`config.mk`:
```
export PLATFORM = sky130hd
export DESIGN_NAME = stop_and_wait_datagram_sequencer_flat
export DESIGN_NICKNAME = d
export VERILOG_FILES = /design/src/swds_pkg.sv /design/src/swds_if.sv /design/src/swds_front.sv /design/src/swds_queue.sv /design/src/swds_back.sv /design/src/stop_and_wait_datagram_sequencer.sv /design/src/flat_wrapper.sv
export VERILOG_INCLUDE_DIRS = /design/src /design/src/src
export SDC_FILE = /design/constraint.sdc
export NUM_CORES = 1
export LEC_CHECK = 0
export BUFFER_PORTS_ARGS = -buffer_cell sky130_fd_sc_hd__buf_2
export CAP_MARGIN = 20
export CORE_ASPECT_RATIO = 0.8
export CORE_MARGIN = 5
export CORE_UTILIZATION = 25
export CTS_CLUSTER_DIAMETER = 50
export CTS_CLUSTER_SIZE = 25
export DETAILED_ROUTE_END_ITERATION = 16
export GPL_TIMING_DRIVEN = 0
export RECOVER_POWER = 50
export SYNTH_ARGS = -nofsm -noshare
export SYNTH_HDL_FRONTEND = slang
export SYNTH_SLANG_ARGS = --single-unit
```
`constraint.sdc`:
```
create_clock -name clk -period 10.3 [get_ports clk]
set_input_delay 2.06 -clock clk [delete_from_list [all_inputs] [get_ports clk]]
set_output_delay 2.06 -clock clk [all_outputs]
set_load 0.02 [all_outputs]
```
`src/assert_macros.svh`:
```
// Assertion macros shared by the sequencer modules.
`ifndef ASSERT_MACROS_SVH
`define ASSERT_MACROS_SVH
// Implication checked at every clock edge outside reset.
`define ASSERT_IMPL(label, clk, rst_n, cond, prop, msg) \
    label: assert property (@(posedge clk) disable iff (!rst_n) (cond) |-> (prop)) \
        else $error(msg);
// Implication checked in the cycle after the condition.
`define ASSERT_NEXT(label, clk, rst_n, cond, prop, msg) \
    label: assert property (@(posedge clk) disable iff (!rst_n) (cond) |=> (prop)) \
        else $error(msg);
`endif

```
`src/swds_pkg.sv`:
```
package swds_pkg;

    localparam int LENGTH_BITS  = 16;
    localparam int HEADER_BYTES = 8;
    localparam logic [LENGTH_BITS-1:0] LEN_MAX = {LENGTH_BITS{1'b1}};
    localparam logic [LENGTH_BITS-1:0] HDR = LENGTH_BITS'(HEADER_BYTES);
    localparam logic [13:0] MP_RESET = 14'd1024;
    localparam logic [15:0] RT_RESET = 16'd1000;
    localparam logic [13:0] MP_MAX = 14'd8192;
    localparam int QDEPTH = 2;

    typedef enum logic [1:0] {
        REQ_SUBMIT_REL   = 2'd0,
        REQ_SUBMIT_UNREL = 2'd1,
        REQ_PACKET       = 2'd2,
        REQ_TICK         = 2'd3
    } req_t;

    typedef enum logic [4:0] {
        K_TX_FRAG    = 5'd0,
        K_RETX       = 5'd1,
        K_TX_UNREL   = 5'd2,
        K_TX_ACK     = 5'd3,
        K_DLV_UNREL  = 5'd4,
        K_DLV_MSG    = 5'd5,
        K_FRAG_STORE = 5'd6,
        K_SEND_DONE  = 5'd7,
        K_NOT_PEER   = 5'd8,
        K_SHORT      = 5'd9,
        K_CTL        = 5'd10,
        K_STALE_UNR  = 5'd11,
        K_STALE_ACK  = 5'd12,
        K_DUP_ACK    = 5'd13,
        K_DUP_DATA   = 5'd14,
        K_NO_ACTION  = 5'd15,
        K_REJECT     = 5'd16
    } kind_t;

    // Classes the front end assigns to each item.
    typedef enum logic [3:0] {
        C_SUB_REL, C_SUB_UNREL, C_UNREL_REJ, C_TICK, C_NOT_PEER,
        C_SHORT, C_CTL, C_UNREL_PKT, C_ACK, C_DATA, C_NONE
    } cls_t;

    typedef enum logic {
        OS_FIRST  = 1'b0,
        OS_SECOND = 1'b1
    } ostate_t;

    typedef struct packed {
        cls_t                   cls;
        logic [15:0]            mlen;
        logic [LENGTH_BITS-1:0] pay;
        logic                   eom;
        logic [31:0]            seq;
    } cmd_t;

    typedef struct packed {
        logic [4:0]  kind;
        logic [31:0] sequence_n;
        logic [15:0] length;
        logic        eom;
        logic [15:0] offset;
        logic        can_send;
        logic [31:0] dropped_gap;
        logic        last;
    } res_t;

    localparam int CMD_W = $bits(cmd_t);
    localparam int RES_W = $bits(res_t);

endpackage

```
`src/swds_if.sv`:
```
interface swds_in_if;
    import swds_pkg::*;
    logic        valid;
    logic        ready;
    logic [1:0]  req_type;
    logic [15:0] msg_length;
    logic        rx_from_peer;
    logic [15:0] rx_read_length;
    logic [15:0] rx_header_length;
    logic        rx_ctl;
    logic        rx_unreliable;
    logic        rx_ack;
    logic        rx_data;
    logic        rx_eom;
    logic [31:0] rx_sequence;
    modport source (output valid, req_type, msg_length, rx_from_peer, rx_read_length,
        rx_header_length, rx_ctl, rx_unreliable, rx_ack, rx_data, rx_eom, rx_sequence,
        input ready);
    modport sink (input valid, req_type, msg_length, rx_from_peer, rx_read_length,
        rx_header_length, rx_ctl, rx_unreliable, rx_ack, rx_data, rx_eom, rx_sequence,
        output ready);
endinterface

interface swds_out_if;
    logic        valid;
    logic        ready;
    logic [4:0]  out_kind;
    logic [31:0] out_sequence;
    logic [15:0] out_length;
    logic        out_eom;
    logic [15:0] out_offset;
    logic        can_send;
    logic [31:0] dropped_gap;
    logic        last;
    modport source (output valid, out_kind, out_sequence, out_length, out_eom, out_offset,
        can_send, dropped_gap, last, input ready);
    modport sink (input valid, out_kind, out_sequence, out_length, out_eom, out_offset,
        can_send, dropped_gap, last, output ready);
endinterface

interface swds_cfg_if;
    logic        valid;
    logic        ready;
    logic        index;
    logic [15:0] data;
    modport source (output valid, index, data, input ready);
    modport sink (input valid, index, data, output ready);
endinterface

```
`src/swds_front.sv`:
```
module swds_front
    import swds_pkg::*;
(
    swds_in_if.sink      in_ch,
    output logic         cmd_valid,
    output cmd_t         cmd,
    input  logic         cmd_ready
);

    cmd_t                   c;
    logic [LENGTH_BITS-1:0] hlen;

    assign in_ch.ready = cmd_ready;
    assign cmd_valid   = in_ch.valid;
    assign hlen        = in_ch.rx_header_length[LENGTH_BITS-1:0];

    // Classify the item on its request and receive fields alone; no state is needed here.
    always_comb
    begin
        c.mlen = in_ch.msg_length;
        c.pay  = (hlen >= HDR) ? hlen - HDR : '0;
        c.eom  = in_ch.rx_eom;
        c.seq  = in_ch.rx_sequence;
        case (req_t'(in_ch.req_type))
            REQ_SUBMIT_REL:   c.cls = C_SUB_REL;
            REQ_SUBMIT_UNREL: c.cls = ({{(32-16){1'b0}}, in_ch.msg_length} >
                                       32'(LEN_MAX - HDR)) ? C_UNREL_REJ : C_SUB_UNREL;
            REQ_TICK:         c.cls = C_TICK;
            default:
            begin
                if (!in_ch.rx_from_peer)                 c.cls = C_NOT_PEER;
                else if (in_ch.rx_read_length < 16'(HEADER_BYTES)) c.cls = C_SHORT;
                else if (in_ch.rx_ctl)                   c.cls = C_CTL;
                else if (in_ch.rx_unreliable)            c.cls = C_UNREL_PKT;
                else if (in_ch.rx_ack)                   c.cls = C_ACK;
                else if (in_ch.rx_data)                  c.cls = C_DATA;
                else                                     c.cls = C_NONE;
            end
        endcase
    end

    assign cmd = c;

endmodule

```
`src/swds_queue.sv`:
```
module swds_queue
    import swds_pkg::*;
(
    input  logic clk,
    input  logic rst_n,
    input  logic in_valid,
    input  cmd_t in_data,
    output logic in_ready,
    output logic out_valid,
    output cmd_t out_data,
    input  logic out_ready
);

    `include "assert_macros.svh"

    cmd_t       mem_reg [QDEPTH];
    logic       wp_reg, wp_next, rp_reg, rp_next;
    logic [1:0] cnt_reg, cnt_next;
    logic       push, pop;

    assign in_ready  = (cnt_reg != 2'(QDEPTH));
    assign out_valid = (cnt_reg != 2'd0);
    assign out_data  = mem_reg[rp_reg];
    assign push      = in_valid && in_ready;
    assign pop       = out_valid && out_ready;

    // Pointer and fill count update.
    always_comb
    begin
        wp_next  = push ? ~wp_reg : wp_reg;
        rp_next  = pop ? ~rp_reg : rp_reg;
        cnt_next = cnt_reg + 2'(push) - 2'(pop);
    end

    always_ff @(posedge clk or negedge rst_n)
    begin
        if (!rst_n)
        begin
            wp_reg  <= 1'b0;
            rp_reg  <= 1'b0;
            cnt_reg <= 2'd0;
        end
        else
        begin
            wp_reg  <= wp_next;
            rp_reg  <= rp_next;
            cnt_reg <= cnt_next;
        end
    end

    // Entry storage.
    always_ff @(posedge clk)
    begin
        if (push)
        begin
            mem_reg[wp_reg] <= in_data;
        end
    end

    `ASSERT_IMPL(a_q_bound, clk, rst_n, 1'b1, cnt_reg <= 2'(QDEPTH), "queue overfilled")
    `ASSERT_NEXT(a_q_push, clk, rst_n, push && !pop, cnt_reg == $past(cnt_reg) + 2'd1,
        "queue count did not grow")
    `ASSERT_IMPL(a_q_ptr, clk, rst_n, cnt_reg == 2'd0 || cnt_reg == 2'(QDEPTH),
        wp_reg == rp_reg, "queue pointers disagree with count")

endmodule

```
`src/swds_back.sv`:
```
module swds_back
    import swds_pkg::*;
(
    input  logic      clk,
    input  logic      rst_n,
    input  logic      cmd_valid,
    input  cmd_t      cmd,
    output logic      cmd_ready,
    swds_cfg_if.sink  cfg,
    swds_out_if.source out_ch
);

    `include "assert_macros.svh"

    logic [13:0] mp_reg;
    logic [15:0] rt_reg;
    logic [31:0] send_seq_reg, send_seq_next, ack_seq_reg, ack_seq_next;
    logic [31:0] us_seq_reg, us_seq_next, rs_seq_reg, rs_seq_next;
    logic [31:0] ur_seq_reg, ur_seq_next;
    logic [15:0] rem_reg, rem_next, off_reg, off_next;
    logic        idle_reg, idle_next;
    logic [15:0] acc_reg, acc_next, tk_reg, tk_next;

    ostate_t     os_reg, os_next;
    res_t        ob_reg, ob_next, hold_reg, hold_next;
    logic        ov_reg, ov_next;
    logic        take;
    res_t        r0, r1;
    logic        two;
    logic [15:0] lim, frag_rem, lim_new;
    logic        eom_cur, eom_new;
    logic [16:0] sum;
    logic [15:0] sat;
    logic [31:0] sm1;

    assign cfg.ready = 1'b1;

    // Configuration registers.
    always_ff @(posedge clk or negedge rst_n)
    begin
        if (!rst_n)
        begin
            mp_reg <= MP_RESET;
            rt_reg <= RT_RESET;
        end
        else if (cfg.valid)
        begin
            if (cfg.index == 1'b0) mp_reg <= cfg.data[13:0];
            else                   rt_reg <= cfg.data;
        end
    end

    // Effective payload limit.
    always_comb
    begin
        lim = {2'b0, mp_reg};
        if (mp_reg == 14'd0) lim = 16'd1;
        if (mp_reg > MP_MAX) lim = 16'(MP_MAX);
        if (lim > LEN_MAX - HDR) lim = LEN_MAX - HDR;
    end

    // A new item is taken when the output stage is free or drains now and
    // no second result is still pending.
    assign take      = cmd_valid && (os_reg == OS_FIRST) && (!ov_reg || out_ch.ready);
    assign cmd_ready = take;
    assign sm1       = send_seq_reg - 32'd1;
    assign eom_cur   = rem_reg <= lim;
    assign frag_rem  = rem_reg - lim;
    assign eom_new   = frag_rem <= lim;
    assign lim_new   = eom_new ? frag_rem : lim;
    assign sum       = {1'b0, acc_reg} + {1'b0, cmd.pay};
    assign sat       = sum[16] ? 16'hFFFF : sum[15:0];

    // State update and results of one item.
    always_comb
    begin
        send_seq_next = send_seq_reg;
        ack_seq_next  = ack_seq_reg;
        us_seq_next   = us_seq_reg;
        rs_seq_next   = rs_seq_reg;
        ur_seq_next   = ur_seq_reg;
        rem_next      = rem_reg;
        off_next      = off_reg;
        idle_next     = idle_reg;
        acc_next      = acc_reg;
        tk_next       = tk_reg;
        r0            = '0;
        r1            = '0;
        two           = 1'b0;
        r0.kind       = K_NO_ACTION;
        case (cmd.cls)
            C_SUB_REL:
            begin
                if (!idle_reg) r0.kind = K_REJECT;
                else
                begin
                    rem_next      = cmd.mlen;
                    off_next      = '0;
                    idle_next     = 1'b0;
                    tk_next       = '0;
                    r0.kind       = K_TX_FRAG;
                    r0.sequence_n = send_seq_reg;
                    r0.eom        = cmd.mlen <= lim;
                    r0.length     = HDR + ((cmd.mlen <= lim) ? cmd.mlen : lim);
                    send_seq_next = send_seq_reg + 32'd1;
                end
            end
            C_SUB_UNREL:
            begin
                r0.kind       = K_TX_UNREL;
                r0.sequence_n = us_seq_reg;
                r0.length     = HDR + cmd.mlen;
                us_seq_next   = us_seq_reg + 32'd1;
            end
            C_UNREL_REJ: r0.kind = K_REJECT;
            C_TICK:
            begin
                if (!idle_reg && tk_reg >= rt_reg)
                begin
                    r0.kind       = K_RETX;
                    r0.sequence_n = sm1;
                    r0.eom        = eom_cur;
                    r0.length     = HDR + (eom_cur ? rem_reg : lim);
                    r0.offset     = off_reg;
                    tk_next       = '0;
                end
                else if (!idle_reg) tk_next = tk_reg + 16'd1;
            end
            C_NOT_PEER: r0.kind = K_NOT_PEER;
            C_SHORT:    r0.kind = K_SHORT;
            C_CTL:      r0.kind = K_CTL;
            C_UNREL_PKT:
            begin
                r0.sequence_n = cmd.seq;
                if (cmd.seq < ur_seq_reg) r0.kind = K_STALE_UNR;
                else
                begin
                    r0.kind        = K_DLV_UNREL;
                    r0.length      = cmd.pay;
                    r0.dropped_gap = cmd.seq - ur_seq_reg;
                    ur_seq_next    = cmd.seq + 32'd1;
                end
            end
            C_ACK:
            begin
                r0.sequence_n = cmd.seq;
                if (cmd.seq != sm1)         r0.kind = K_STALE_ACK;
                else if (cmd.seq != ack_seq_reg) r0.kind = K_DUP_ACK;
                else
                begin
                    ack_seq_next = ack_seq_reg + 32'd1;
                    if (!eom_cur)
                    begin
                        rem_next      = frag_rem;
                        off_next      = off_reg + lim;
                        tk_next       = '0;
                        r0.kind       = K_TX_FRAG;
                        r0.sequence_n = send_seq_reg;
                        r0.eom        = eom_new;
                        r0.length     = HDR + lim_new;
                        r0.offset     = off_reg + lim;
                        send_seq_next = send_seq_reg + 32'd1;
                    end
                    else
                    begin
                        rem_next  = '0;
                        idle_next = 1'b1;
                        r0.kind   = K_SEND_DONE;
                    end
                end
            end
            C_DATA:
            begin
                two           = 1'b1;
                r0.kind       = K_TX_ACK;
                r0.sequence_n = cmd.seq;
                r0.length     = HDR;
                r1.sequence_n = cmd.seq;
                if (cmd.seq != rs_seq_reg) r1.kind = K_DUP_DATA;
                else
                begin
                    rs_seq_next = rs_seq_reg + 32'd1;
                    r1.length   = sat;
                    if (cmd.eom)
                    begin
                        r1.kind  = K_DLV_MSG;
                        acc_next = '0;
                    end
                    else
                    begin
                        r1.kind  = K_FRAG_STORE;
                        acc_next = sat;
                    end
                end
            end
            default: r0.sequence_n = cmd.seq;
        endcase
        r0.can_send = idle_next;
        r1.can_send = idle_next;
        r0.last     = !two;
        r1.last     = 1'b1;
    end

    // Output stage sequencing: next state.
    always_comb
    begin
        os_next = os_reg;
        case (os_reg)
            OS_FIRST:  if (take && two) os_next = OS_SECOND;
            OS_SECOND: if (out_ch.ready) os_next = OS_FIRST;
            default:   os_next = OS_FIRST;
        endcase
    end

    // Output stage sequencing: register loads.
    always_comb
    begin
        ob_next   = ob_reg;
        hold_next = hold_reg;
        ov_next   = ov_reg && !out_ch.ready;
        case (os_reg)
            OS_FIRST:
            begin
                if (take)
                begin
                    ob_next   = r0;
                    hold_next = r1;
                    ov_next   = 1'b1;
                end
            end
            OS_SECOND:
            begin
                if (out_ch.ready)
                begin
                    ob_next = hold_reg;
                    ov_next = 1'b1;
                end
            end
            default: ov_next = 1'b0;
        endcase
    end

    always_ff @(posedge clk or negedge rst_n)
    begin
        if (!rst_n)
        begin
            send_seq_reg <= '0;
            ack_seq_reg  <= '0;
            us_seq_reg   <= '0;
            rs_seq_reg   <= '0;
            ur_seq_reg   <= '0;
            rem_reg      <= '0;
            off_reg      <= '0;
            idle_reg     <= 1'b1;
            acc_reg      <= '0;
            tk_reg       <= '0;
            os_reg       <= OS_FIRST;
            ov_reg       <= 1'b0;
        end
        else
        begin
            os_reg <= os_next;
            ov_reg <= ov_next;
            if (take)
            begin
                send_seq_reg <= send_seq_next;
                ack_seq_reg  <= ack_seq_next;
                us_seq_reg   <= us_seq_next;
                rs_seq_reg   <= rs_seq_next;
                ur_seq_reg   <= ur_seq_next;
                rem_reg      <= rem_next;
                off_reg      <= off_next;
                idle_reg     <= idle_next;
                acc_reg      <= acc_next;
                tk_reg       <= tk_next;
            end
        end
    end

    always_ff @(posedge clk)
    begin
        ob_reg   <= ob_next;
        hold_reg <= hold_next;
    end

    assign out_ch.valid        = ov_reg;
    assign out_ch.out_kind     = ob_reg.kind;
    assign out_ch.out_sequence = ob_reg.sequence_n;
    assign out_ch.out_length   = ob_reg.length;
    assign out_ch.out_eom      = ob_reg.eom;
    assign out_ch.out_offset   = ob_reg.offset;
    assign out_ch.can_send     = ob_reg.can_send;
    assign out_ch.dropped_gap  = ob_reg.dropped_gap;
    assign out_ch.last         = ob_reg.last;

    `ASSERT_IMPL(a_b_second, clk, rst_n, os_reg == OS_SECOND, ov_reg && !ob_reg.last,
        "second result pending without first shown")
    `ASSERT_IMPL(a_b_idle, clk, rst_n, idle_reg, rem_reg == 16'd0,
        "idle sender still has bytes outstanding")
    `ASSERT_NEXT(a_b_take, clk, rst_n, take, ov_reg, "taken item shows no result")

endmodule

```
`src/stop_and_wait_datagram_sequencer.sv`:
```
// Path: an accepted item waits in the queue, then its result is loaded
// into the output register; a second result of a data packet waits in the
// hold register and follows once the first has been taken.
// Throughput: one item per cycle while the output is ready; a data packet
// keeps the back end busy until its second result is taken, so a run of
// data packets fills the two-entry queue, which then holds off the input.
// Reset: rst_n is asynchronous, active low; all sequence state clears and
// the sender comes up idle with max_payload 1024 and resend_ticks 1000.
module stop_and_wait_datagram_sequencer
    import swds_pkg::*;
(
    input  logic        clk,
    input  logic        rst_n,
    swds_in_if.sink     in_ch,
    swds_cfg_if.sink    cfg,
    swds_out_if.source  out_ch
);

    logic f_valid, f_ready, q_valid, q_ready;
    cmd_t f_cmd, q_cmd;

    swds_front u_front (.in_ch(in_ch), .cmd_valid(f_valid), .cmd(f_cmd),
        .cmd_ready(f_ready));

    swds_queue u_queue (.clk(clk), .rst_n(rst_n), .in_valid(f_valid), .in_data(f_cmd),
        .in_ready(f_ready), .out_valid(q_valid), .out_data(q_cmd), .out_ready(q_ready));

    swds_back u_back (.clk(clk), .rst_n(rst_n), .cmd_valid(q_valid), .cmd(q_cmd),
        .cmd_ready(q_ready), .cfg(cfg), .out_ch(out_ch));

endmodule
```
`src/flat_wrapper.sv`:
```
// flat-port wrapper written by rule: the top's interface ports become plain ports
module stop_and_wait_datagram_sequencer_flat import swds_pkg::*;
  (clk, rst_n, in_ch_valid, in_ch_req_type, in_ch_msg_length, in_ch_rx_from_peer, in_ch_rx_read_length, in_ch_rx_header_length, in_ch_rx_ctl, in_ch_rx_unreliable, in_ch_rx_ack, in_ch_rx_data, in_ch_rx_eom, in_ch_rx_sequence, in_ch_ready, cfg_valid, cfg_index, cfg_data, cfg_ready, out_ch_valid, out_ch_out_kind, out_ch_out_sequence, out_ch_out_length, out_ch_out_eom, out_ch_out_offset, out_ch_can_send, out_ch_dropped_gap, out_ch_last, out_ch_ready);
  swds_in_if in_ch_i ();
  swds_cfg_if cfg_i ();
  swds_out_if out_ch_i ();
  input  logic clk;
  input  logic rst_n;
  input wire logic [$bits(in_ch_i.valid)-1:0] in_ch_valid;
  input wire logic [$bits(in_ch_i.req_type)-1:0] in_ch_req_type;
  input wire logic [$bits(in_ch_i.msg_length)-1:0] in_ch_msg_length;
  input wire logic [$bits(in_ch_i.rx_from_peer)-1:0] in_ch_rx_from_peer;
  input wire logic [$bits(in_ch_i.rx_read_length)-1:0] in_ch_rx_read_length;
  input wire logic [$bits(in_ch_i.rx_header_length)-1:0] in_ch_rx_header_length;
  input wire logic [$bits(in_ch_i.rx_ctl)-1:0] in_ch_rx_ctl;
  input wire logic [$bits(in_ch_i.rx_unreliable)-1:0] in_ch_rx_unreliable;
  input wire logic [$bits(in_ch_i.rx_ack)-1:0] in_ch_rx_ack;
  input wire logic [$bits(in_ch_i.rx_data)-1:0] in_ch_rx_data;
  input wire logic [$bits(in_ch_i.rx_eom)-1:0] in_ch_rx_eom;
  input wire logic [$bits(in_ch_i.rx_sequence)-1:0] in_ch_rx_sequence;
  output wire logic [$bits(in_ch_i.ready)-1:0] in_ch_ready;
  input wire logic [$bits(cfg_i.valid)-1:0] cfg_valid;
  input wire logic [$bits(cfg_i.index)-1:0] cfg_index;
  input wire logic [$bits(cfg_i.data)-1:0] cfg_data;
  output wire logic [$bits(cfg_i.ready)-1:0] cfg_ready;
  output wire logic [$bits(out_ch_i.valid)-1:0] out_ch_valid;
  output wire logic [$bits(out_ch_i.out_kind)-1:0] out_ch_out_kind;
  output wire logic [$bits(out_ch_i.out_sequence)-1:0] out_ch_out_sequence;
  output wire logic [$bits(out_ch_i.out_length)-1:0] out_ch_out_length;
  output wire logic [$bits(out_ch_i.out_eom)-1:0] out_ch_out_eom;
  output wire logic [$bits(out_ch_i.out_offset)-1:0] out_ch_out_offset;
  output wire logic [$bits(out_ch_i.can_send)-1:0] out_ch_can_send;
  output wire logic [$bits(out_ch_i.dropped_gap)-1:0] out_ch_dropped_gap;
  output wire logic [$bits(out_ch_i.last)-1:0] out_ch_last;
  input wire logic [$bits(out_ch_i.ready)-1:0] out_ch_ready;
  assign in_ch_i.valid = in_ch_valid;
  assign in_ch_i.req_type = in_ch_req_type;
  assign in_ch_i.msg_length = in_ch_msg_length;
  assign in_ch_i.rx_from_peer = in_ch_rx_from_peer;
  assign in_ch_i.rx_read_length = in_ch_rx_read_length;
  assign in_ch_i.rx_header_length = in_ch_rx_header_length;
  assign in_ch_i.rx_ctl = in_ch_rx_ctl;
  assign in_ch_i.rx_unreliable = in_ch_rx_unreliable;
  assign in_ch_i.rx_ack = in_ch_rx_ack;
  assign in_ch_i.rx_data = in_ch_rx_data;
  assign in_ch_i.rx_eom = in_ch_rx_eom;
  assign in_ch_i.rx_sequence = in_ch_rx_sequence;
  assign in_ch_ready = in_ch_i.ready;
  assign cfg_i.valid = cfg_valid;
  assign cfg_i.index = cfg_index;
  assign cfg_i.data = cfg_data;
  assign cfg_ready = cfg_i.ready;
  assign out_ch_valid = out_ch_i.valid;
  assign out_ch_out_kind = out_ch_i.out_kind;
  assign out_ch_out_sequence = out_ch_i.out_sequence;
  assign out_ch_out_length = out_ch_i.out_length;
  assign out_ch_out_eom = out_ch_i.out_eom;
  assign out_ch_out_offset = out_ch_i.out_offset;
  assign out_ch_can_send = out_ch_i.can_send;
  assign out_ch_dropped_gap = out_ch_i.dropped_gap;
  assign out_ch_last = out_ch_i.last;
  assign out_ch_i.ready = out_ch_ready;
  stop_and_wait_datagram_sequencer u_core (.clk(clk), .rst_n(rst_n), .in_ch(in_ch_i), .cfg(cfg_i), .out_ch(out_ch_i));
endmodule
```
==> flow_summary.toml <==
[synthesis]
async_reset_ff_share_pct = 46.9
yosys-top-cells-count = "nand2_1 (361), edfxtp_1 (295), nor2_1 (288), xnor2_1 (260), dfrtp_1 (253)"
yosys.area.top_type = "edfxtp_1"
synthCells = 3449
synth_area_leaders = "edfxtp_1 (26%), dfrtp_1 (19%), xnor2_1 (6.8%), ha_1 (5.0%), nand2_1 (4.0%)"
synth_ff_type = "edfxtp_1"
yosys_register_bits = 556
syn_avg_cell_area_um2 = 9.71
synth.top_cell.area_share_pct = 26.4
synth.most_common_cell = "nand2_1"
ys_seq_area_share_pct = 46.0
yosysWarnings = 0
synth_area_um2 = 33500
syn_nets = 3697
synth_cell_types = 89
synth_enable_flop_cells = 295

[setup_path]
cp.arrival_ns = 9.85
r2r_slack_ns = 0.92
r2r-start = "u_core.u_back.mp_reg[13]$_DFFE_PN0P_"
crit_fanout = 10
worstPathRequired_ns = 10.77
timing.rr.end = "u_core.u_back.out_ch.out_length[11]$_DFFE_PP_"
start_kind = "register"
endpoint = "u_core.u_back.out_ch.out_length[11]$_DFFE_PP_"
critPathKind = "register to register"
startpoint = "u_core.u_back.mp_reg[13]$_DFFE_PN0P_"
reg2reg_depth = 27
endpoint_kind = "register"

[route]
viasPerCell = 5.15
wl_per_cell_um = 22.5
drc = 0
drt_wl_total_mm = 127
ant_nets = 0
drt_first_pass_iters = 8
num_vias = 29000
dr.first_iter.drc_count = 3260

[place]
port_buffers = 212
hpwl_mm = 97.9
place_congestion = 1.01
preCtsSetupSlack_ns = 0.985

[timing]
worstMarginPinSlew_ns = 3.56
min_period_over_period_pct = 91.1
report.final.slew_viol_count = 232
rsz0062_at_grt = "no"
hold_viol = 0
fmax_mhz = 107
fin_ws_ns = 0.917
finalClockSkew_ns = 0.0498
setup_tns_ns = 0
fin_crit_ns = 9.38
relSlewSlack_pct = -137
setup_viol = 0
whs_ns = 0.483

[global_route]
grt_pass1_wl_mm = 185
grt_pass1_vias = 27600
grt_use_total_pct = 17.4
grt_antenna_before_repair = 8
grt_max_degree = 107
grt-ovfl-total = 0

[power_and_ir_drop]
peakVddDrop_mv = 0.198
p_sw_uw = 5840
intPower_uw = 6850
combPwrFrac_pct = 49.4
p_total_uw = 12700
clkPwrFrac_pct = 23.7
leakagePower_uw = 0.0155
swShare_pct = 46.0
power_frac_seq_pct = 26.8
powerDensity_nw_per_um2 = 316

[die]
die_area_um2 = 141000
io_pins = 217
coreArea_um2 = 133000
rows = 120
start_util_pct = 25.1
die_w_um = 419
die_h_um = 337

[clocking]
postCtsHoldBufs = 0
cts_tree = "built"
cts_root_buffer = "clkbuf_16"
htreeDepth = 3
cts_resized = 0
clk_latency_ns = 0.67
cts_buffers = 83
cts.sinks = 556
clockBufferDepth = 3
clk_pin_slew_worst_paths_ns = 0.07
cts_setup_buffers = 0

[layout]
largest_reg_flops = 138
nets = 4035
layout-drive-gt1-share_pct = 11.3
area_growth_syn_to_layout_pct = 19.8

[worst_hold_path]
hp-start = "u_core.u_back.tk_reg[15]$_DFFE_PN0P_"
hp-class = "register to register"

[run_status]
violations = "max-capacitance violations, max-slew violations"
outcome = "complete, but fails checks"

[job]
max-cap-violations = 5
-- metal layers --
metal | GRT usage (%) | routed length (um) | part of all wire [%] | vias to the layer above
li1 | - | - | - | 13200
met1 | 24.7 | 57100 | 45 | 14100
met2 | 25.2 | 52200 | 41 | 1371
met3 | 4.16 | 11500 | 9.1 | 270
met4 | 7.24 | 5950 | 4.7 | 8
met5 | 0.542 | 92 | 0.073 | -
-- cells by family (layout without fill, tap and decap cells) --
kind of cell	count (synthesis)	in the layout	share of synthesized area, %
and+or+nand+nor	1198	1198	17.2
AOI/OAI and AO/OA	731	731	13.8
xor gates and xnor gates	357	357	9.50
adders and majority gates	138	138	5.24
other	1	7	0.0112
muxes	133	133	4.32
buffers and inverters	335	743	3.93
DFF	556	556	46.0
-- worst max-delay path: stages (launching register included) --
cell	delay (ns)
dfrtp_1	0.54
inv_1	0.21
buf_1	0.57
nand2_1	0.52
ha_1	0.55
a21o_1	0.24
or3_1	0.33
o22ai_1	0.32
o21ai_0	0.18
a211oi_1	0.32
nand2b_1	0.28
inv_1	0.07
ha_1	0.29
nand4_1	0.13
nor3_1	0.29
nand4_1	0.13
a2bb2oi_1	0.17
a2111oi_2	0.61
and2_1	0.22
clkbuf_1	0.35
clkbuf_1	0.54
nand2_1	0.10
o21ai_0	0.10
ha_1	0.18
buf_1	0.51
mux4_2	0.41
or4_1	0.65
a31oi_1	0.35
-- through the flow --
stage | instances | util, % | area [um2]
3_3_place_gp | 5430 | 27.5 | 36800
3_5_place_dp | 5470 | 28.0 | 37400
6_report | 5632 | 30.1 | 40100
4_1_cts | 5625 | 30.2 | 40400
5_1_grt | 5626 | 30.0 | 40100
2_1_floorplan | 3449 | - | 33500
-- worst min-delay path by stage --
stage / end / cells past startpoint
after floorplan: u_core.u_back.us_seq_reg[31]$_DFFE_PN0P_ / 1
after global placement: u_core.u_back.tk_reg[15]$_DFFE_PN0P_ / 1
after CTS: u_core.u_back.tk_reg[15]$_DFFE_PN0P_ / 1
after detailed placement: u_core.u_back.ack_seq_reg[31]$_DFFE_PN0P_ / 1
final: u_core.u_back.tk_reg[15]$_DFFE_PN0P_ / 1
after global routing: u_core.u_back.rs_seq_reg[31]$_DFFE_PN0P_ / 1
-- power groups by stage --
stage / logic [uW] / clock network (uW) / registers, uW
global placement: 5940 / 0 / 3500
detailed placement: 6190 / 0 / 3430
global route: 6680 / 3170 / 3460
finish: 6270 / 3010 / 3400
floorplan: 3540 / 0 / 3650
CTS: 6230 / 3070 / 3390
-- placed cells by master (no fill, tap or decap), drive strengths merged, types with 9 or more instances in the layout --
master	instances
clkbuf	342
nor4	66
nand4	62
o211ai	45
a21boi	9
a21oi	229
a211oi	15
dfrtp	253
o21a	15
or2	15
clkinv	19
and2	19
a22oi	16
a21o	26
nand3	105
nor2	295
buf	172
o2bb2ai	16
inv	202
and3	54
a31oi	45
o21ai	172
nand2b	35
edfxtp	295
mux2i	68
mux2	62
xnor2	260
or4	16
nor2b	29
nand2	361
o31ai	17
ha	134
nor3	90
a221oi	21
or3	20
xor2	93
-- layout make-up --
class	count	area [um2]
well taps	1769	2210
diodes	6	15.0
fillers	13900	93400
flip-flops and latches	556	15400
clock buffers	91	2160
repair buffers	253	1340
inverters	165	619
clock inverters	64	791
multi-input cells	2558	16900
plain buffers	170	698
No activity file was read; power rests on OpenSTA's default activity.
